===== src/hdl/assert_macros.svh =====
// assertion macros for the request queue
`ifndef ASSERT_MACROS_SVH
`define ASSERT_MACROS_SVH

`ifndef NO_ASSERTIONS

`define ASSERT_ALWAYS(lbl, clk, rst, expr) \
  lbl: assert property (@(posedge clk) disable iff (rst) (expr)) \
    else $error("assertion failed");

`define ASSERT_NEXT(lbl, clk, rst, ante, cons) \
  lbl: assert property (@(posedge clk) disable iff (rst) (ante) |=> (cons)) \
    else $error("assertion failed");

`else

`define ASSERT_ALWAYS(lbl, clk, rst, expr)

`define ASSERT_NEXT(lbl, clk, rst, ante, cons)

`endif

`endif


===== src/hdl/lbaq_pkg.sv =====
`timescale 1ns / 1ps
`default_nettype none

package lbaq_pkg;

  localparam int QUEUE_DEPTH = 16;
  localparam int CNT_W       = $clog2(QUEUE_DEPTH + 1);
  localparam int OCC_W       = 5;

  typedef enum logic {
    CMD_ENQ = 1'b0,
    CMD_DEQ = 1'b1
  } cmd_t;

  typedef enum logic [1:0] {
    ST_ENQUEUED = 2'd0,
    ST_FULL     = 2'd1,
    ST_DEQUEUED = 2'd2,
    ST_EMPTY    = 2'd3
  } status_t;

  typedef struct packed {
    logic [7:0]  tag;
    logic [1:0]  op;
    logic [15:0] count;
    logic [31:0] addr;
  } entry_t;

  typedef struct packed {
    logic   enq;
    logic   deq;
    entry_t ent;
  } cell_ctrl_t;

endpackage

`default_nettype wire


===== src/hdl/lbaq_cell.sv =====
`timescale 1ns / 1ps
`default_nettype none

module lbaq_cell
  import lbaq_pkg::*;
(
  input  wire logic       clk,
  input  wire cell_ctrl_t ctrl,
  input  wire logic       occupied,
  input  wire logic       left_ge,
  input  wire entry_t     left_entry,
  input  wire entry_t     right_entry,
  output logic            ge,
  output entry_t          entry
);

  // free cell or stored address not below the new one
  assign ge = !occupied || (entry.addr >= ctrl.ent.addr);

  always_ff @(posedge clk) begin
    if (ctrl.enq) begin
      if (left_ge) begin
        entry <= left_entry;
      end else if (ge) begin
        entry <= ctrl.ent;
      end
    end else if (ctrl.deq) begin
      entry <= right_entry;
    end
  end

endmodule

`default_nettype wire


===== src/hdl/lba_sorted_request_queue_core.sv =====
// each result is registered in the cycle after its input transfer
// throughput: one item per cycle, every cell compares the broadcast address at once
// the input stalls only while the result register holds a result not yet taken
// reset: entry count and result valid cleared, cell contents left undefined
`timescale 1ns / 1ps
`default_nettype none
`include "assert_macros.svh"

module lba_sorted_request_queue_core
  import lbaq_pkg::*;
(
  input  wire logic        clk,
  input  wire logic        rst,
  input  wire logic        s_axis_tvalid,
  output logic             s_axis_tready,
  // block_addr, block_count, operation, requester_tag, zero pad
  input  wire logic [63:0] s_axis_tdata,
  // cmd
  input  wire logic [0:0]  s_axis_tuser,
  output logic             m_axis_tvalid,
  input  wire logic        m_axis_tready,
  // out_block_addr, out_block_count, out_operation, out_tag, occupancy, zero pad
  output logic [63:0]      m_axis_tdata,
  // status
  output logic [1:0]       m_axis_tuser
);

  logic [CNT_W-1:0]       count;
  logic [CNT_W-1:0]       count_next;
  logic                   accept;
  logic                   is_enq;
  logic                   full;
  logic                   empty;
  cell_ctrl_t             ctrl;
  entry_t                 cell_entry [QUEUE_DEPTH];
  logic [QUEUE_DEPTH-1:0] cell_ge;
  logic [QUEUE_DEPTH-1:0] cell_occ;
  status_t                res_status;
  status_t                res_status_next;
  entry_t                 res_entry;
  entry_t                 res_entry_next;
  logic [CNT_W-1:0]       res_count;
  logic                   res_valid;

  assign s_axis_tready = !res_valid || m_axis_tready;
  assign accept        = s_axis_tvalid && s_axis_tready;
  assign is_enq        = (cmd_t'(s_axis_tuser[0]) == CMD_ENQ);
  assign full          = (count == CNT_W'(QUEUE_DEPTH));
  assign empty         = (count == '0);

  always_comb begin
    ctrl.enq       = accept && is_enq && !full;
    ctrl.deq       = accept && !is_enq && !empty;
    ctrl.ent.addr  = s_axis_tdata[31:0];
    ctrl.ent.count = s_axis_tdata[47:32];
    ctrl.ent.op    = s_axis_tdata[49:48];
    ctrl.ent.tag   = s_axis_tdata[57:50];
    count_next     = count;
    res_entry_next = '0;
    if (is_enq) begin
      if (full) begin
        res_status_next = ST_FULL;
      end else begin
        res_status_next = ST_ENQUEUED;
        count_next      = count + CNT_W'(1);
      end
    end else begin
      if (empty) begin
        res_status_next = ST_EMPTY;
      end else begin
        res_status_next = ST_DEQUEUED;
        res_entry_next  = cell_entry[0];
        count_next      = count - CNT_W'(1);
      end
    end
  end

  for (genvar i = 0; i < QUEUE_DEPTH; i++) begin : g_cell
    logic   left_ge;
    entry_t left_entry;
    entry_t right_entry;

    assign cell_occ[i] = (CNT_W'(i) < count);

    if (i == 0) begin : g_head
      assign left_ge    = 1'b0;
      assign left_entry = '0;
    end else begin : g_body
      assign left_ge    = cell_ge[i-1];
      assign left_entry = cell_entry[i-1];
    end

    if (i == QUEUE_DEPTH - 1) begin : g_tail
      assign right_entry = '0;
    end else begin : g_inner
      assign right_entry = cell_entry[i+1];
    end

    lbaq_cell u_cell (
      .clk         (clk),
      .ctrl        (ctrl),
      .occupied    (cell_occ[i]),
      .left_ge     (left_ge),
      .left_entry  (left_entry),
      .right_entry (right_entry),
      .ge          (cell_ge[i]),
      .entry       (cell_entry[i])
    );
  end

  always_ff @(posedge clk) begin
    if (rst) begin
      count     <= '0;
      res_valid <= 1'b0;
    end else begin
      if (accept) begin
        count     <= count_next;
        res_valid <= 1'b1;
      end else if (m_axis_tready) begin
        res_valid <= 1'b0;
      end
    end
  end

  always_ff @(posedge clk) begin
    if (accept) begin
      res_status <= res_status_next;
      res_entry  <= res_entry_next;
      res_count  <= count_next;
    end
  end

  assign m_axis_tvalid = res_valid;
  assign m_axis_tuser  = res_status;
  assign m_axis_tdata  = {1'b0, OCC_W'(res_count), res_entry};

  `ASSERT_ALWAYS(a_count_bound, clk, rst, count <= CNT_W'(QUEUE_DEPTH))
  `ASSERT_NEXT(a_enq_grows, clk, rst, ctrl.enq, count == $past(count) + CNT_W'(1))
  `ASSERT_NEXT(a_deq_shrinks, clk, rst, ctrl.deq, count == $past(count) - CNT_W'(1))
  `ASSERT_NEXT(a_result_follows, clk, rst, accept, m_axis_tvalid)

  for (genvar k = 1; k < QUEUE_DEPTH; k++) begin : g_order
    `ASSERT_ALWAYS(a_sorted, clk, rst,
      !cell_occ[k] || (cell_entry[k-1].addr <= cell_entry[k].addr))
  end

endmodule

`default_nettype wire

===== config.mk =====
export PLATFORM = sky130hd
export DESIGN_NAME = lba_sorted_request_queue_core
export DESIGN_NICKNAME = d
export VERILOG_FILES = /design/src/hdl/lbaq_pkg.sv /design/src/hdl/lbaq_cell.sv /design/src/hdl/lba_sorted_request_queue_core.sv
export VERILOG_INCLUDE_DIRS = /design/src /design/src/hdl
export SDC_FILE = /design/constraint.sdc
export NUM_CORES = 2
export LEC_CHECK = 0
export BUFFER_PORTS_ARGS = -buffer_cell sky130_fd_sc_hd__buf_2
export CAP_MARGIN = 40
export CORE_ASPECT_RATIO = 0.5
export CORE_MARGIN = 2
export CORE_UTILIZATION = 28
export DETAILED_ROUTE_END_ITERATION = 16
export SYNTH_ARGS = -nofsm -noshare
export SYNTH_HDL_FRONTEND = slang
export SYNTH_HIERARCHICAL = 1
export SYNTH_SLANG_ARGS = --single-unit

===== constraint.sdc =====
create_clock -name clk -period 8.5 [get_ports clk]
set_input_delay 1.275 -clock clk [delete_from_list [all_inputs] [get_ports clk]]
set_output_delay 1.275 -clock clk [all_outputs]
set_load 0.03 [all_outputs]

==> out/metrics.csv <==
metric;value;unit
min-delay-path-class;reg2reg;
grt_antenna_before_repair;26;
timing.critical_path.slowest_stage_cell;sky130_fd_sc_hd__buf_4;
timing.clock.skew;0.0322;ns
gp_congestion;0.829;
ratio_of_cells_with_drive_above_1_in_the_final_layout;7.06;%
worstSetupStartpointType;input port;
clk_pin_slew_worst_paths;0.06;ns
final_nets;6810;
drt-pass1-iter-count;6;
die-area;228000;sq um
timing_worst_setup_path_type;in2reg;
setup_total_negative_slack;0;ns
p_total;14.3;mW
p_switching;4.29;mW
post-route-worst-setup-slack;3.53;ns
hold_ws;0.523;ns
maxClockFrequency;201;MHz
grt_pass1_vias;41900;
cts.hold.buffers_added;0;
power.internal;10.1;mW
synth.cell_area;62800;sq um
final_max_slew_viol_count;0;
grt_overflow;0;
post_cts.repair.setup_buffers;0;
route.detailed.wl_per_inst;17.2;microns
hpwl;116000;microns
cts-buffers-inserted;113;
synth-warning-count;6;
postRouteAntennaNets;0;
cts.sinks;999;
cts_resized;0;
syn_to_final_growth;13.2;%
rsz0062_at_grt;no;
avgSynthCellArea;10.3;sq um
timing_worst_slew_pin_value;1.21;ns
cts-root-to-sink-buffers;3;
worstSkewPairLatency;0.74;ns
global_route_wire_length_before_repair;250000;microns
power.share.sequential;46.0;%
drc;0;
std_cell_rows;122;
final_min_period_over_clock_period;58.5;%
p_sw_share;29.9;%
detailroute.via_count;43900;
post-route-min-period;4.97;ns
setup.worst_path.end_class;flop;
pin_count;137;
crit_path_max_incr_delay;0.67;ns
worst_ep_required_time;8.84;ns
run_status;completed;
detail_route.wirelength;160000;microns
placement.cell_area;67500;sq um
die_width;674;microns
grt_usage;13.6;%
critical_path_buf_inv_count;5;
post-route-util;32.0;%
setup_slack_placement;2.78;ns
critical_path.top_delay_family;buffers and inverters;
post-place-cells;9086;
viasPerCell;4.71;
maximum_number_of_pins_on_one_net_before_global_route_repair;259;
vdd.ir_drop.worst;0.170;mV
initialDrtViolationCount;3600;
share_comb_of_total_power;20.4;%
power_leakage;33.5;nW
dieHeight;339;microns
final-setup-viol-count;0;
core-area;222000;sq um
post_layout_nonfiller_instances;9308;
tritoncts;done;
power_per_cell_area;202;nW/um^2
worst_slew_margin_rel;19.3;%
cts_root_buf;sky130_fd_sc_hd__clkbuf_16;
post-route-cell-area;71100;sq um
numPortBuffers;129;
cell_by_cell_trace_of_the_critical_path;buf_2 -> buf_4 -> inv_1 -> ha_1 -> nand4_1 -> nor3_1 -> o2111ai_1 -> a311o_1 -> nand2_4 -> inv_1 -> a41oi_4 -> buf_4;
timing.critical_path.fanout_max;44;
report.final.hold_viol_count;0;
post_synth_inst_count;6111;
floorplan.initialDensity;28.3;%
cts-htree-levels;3;
maximum_capacitance_violations;0;
timing.critical_path.arrival;5.32;ns
power_frac_clock;33.7;%
-- layer usage --
layer / vias up / share of wire, % / track usage [%]
li1: 22300 / - / -
met1: 20300 / 53 / 21.6
met2: 1035 / 40 / 19.2
met3: 221 / 5.3 / 1.78
met4: 0 / 2.3 / 2.94
met5: - / 0 / 0
-- path summary, 6_finish.rpt --
check / startpoint / slack, ns / to / cells past startpoint
worst max-delay path: s_axis_tdata[14] / 3.53 / g_cell[10].u_cell/entry[40] / 12
worst min-delay path: m_axis_tvalid / 0.52 / m_axis_tvalid / 2
worst min register to register: m_axis_tvalid / 0.52 / m_axis_tvalid / 2
worst max register to register: count[1] / 4.02 / g_cell[11].u_cell/entry[34] / 8
-- power groups by stage --
stage / combinational, mW / clock, mW / sequential [mW]
global placement: 2.79 / 0 / 6.68
finish: 2.92 / 4.83 / 6.59
global route: 3.28 / 5.12 / 6.66
CTS: 2.92 / 4.95 / 6.59
detailed placement: 2.91 / 0 / 6.69
floorplan: 2.05 / 0 / 6.60
-- layout make-up --
type,instances,area (sq um)
antenna,11,27.5
clock buffer,145,3010
clock inverter,66,589
fill,22700,151000
inverter,536,2010
multi-input combinational,4361,30200
sequential,999,29900
tap,2976,3720
timing repair buffer,214,1590
-- sequential cells by signal (all words and copies together) (netlist names) --
register             count
count                    5
g_cell.u_cell/entry    928
m_axis_tdata            58
m_axis_tuser             2
m_axis_tvalid            1
res_count                5
-- worst reg2reg max path: stages (launching register included) --
cell                       delay, ns
sky130_fd_sc_hd__dfxtp_1        0.53
sky130_fd_sc_hd__inv_1          0.22
sky130_fd_sc_hd__ha_1           0.38
sky130_fd_sc_hd__a311oi_4       0.86
sky130_fd_sc_hd__buf_12         0.42
sky130_fd_sc_hd__buf_12         0.66
sky130_fd_sc_hd__buf_4          0.90
sky130_fd_sc_hd__nor2_1         0.23
sky130_fd_sc_hd__a21oi_1        0.15
-- placed cells by master, fill, tap and decap left out, drive strengths merged, types with 2 or more instances in the layout --
master,n
a2111o,16
a21o,34
a21oi,1157
a221o,16
a22o,2
a311o,16
a31oi,2
a41oi,16
and2,59
buf,214
bufinv,9
clkbuf,145
clkinv,53
clkinvlp,2
conb,118
dfxtp,6
diode,11
edfxtp,993
ha,516
inv,538
mux2i,928
nand2,151
nand2b,53
nand3,54
nand4,64
nor2,984
nor2b,2
nor3,35
o2111ai,16
o21a,16
o21ai,72
o21bai,2
or4,17
xor2,4
Power figures use the tool's default switching activity.
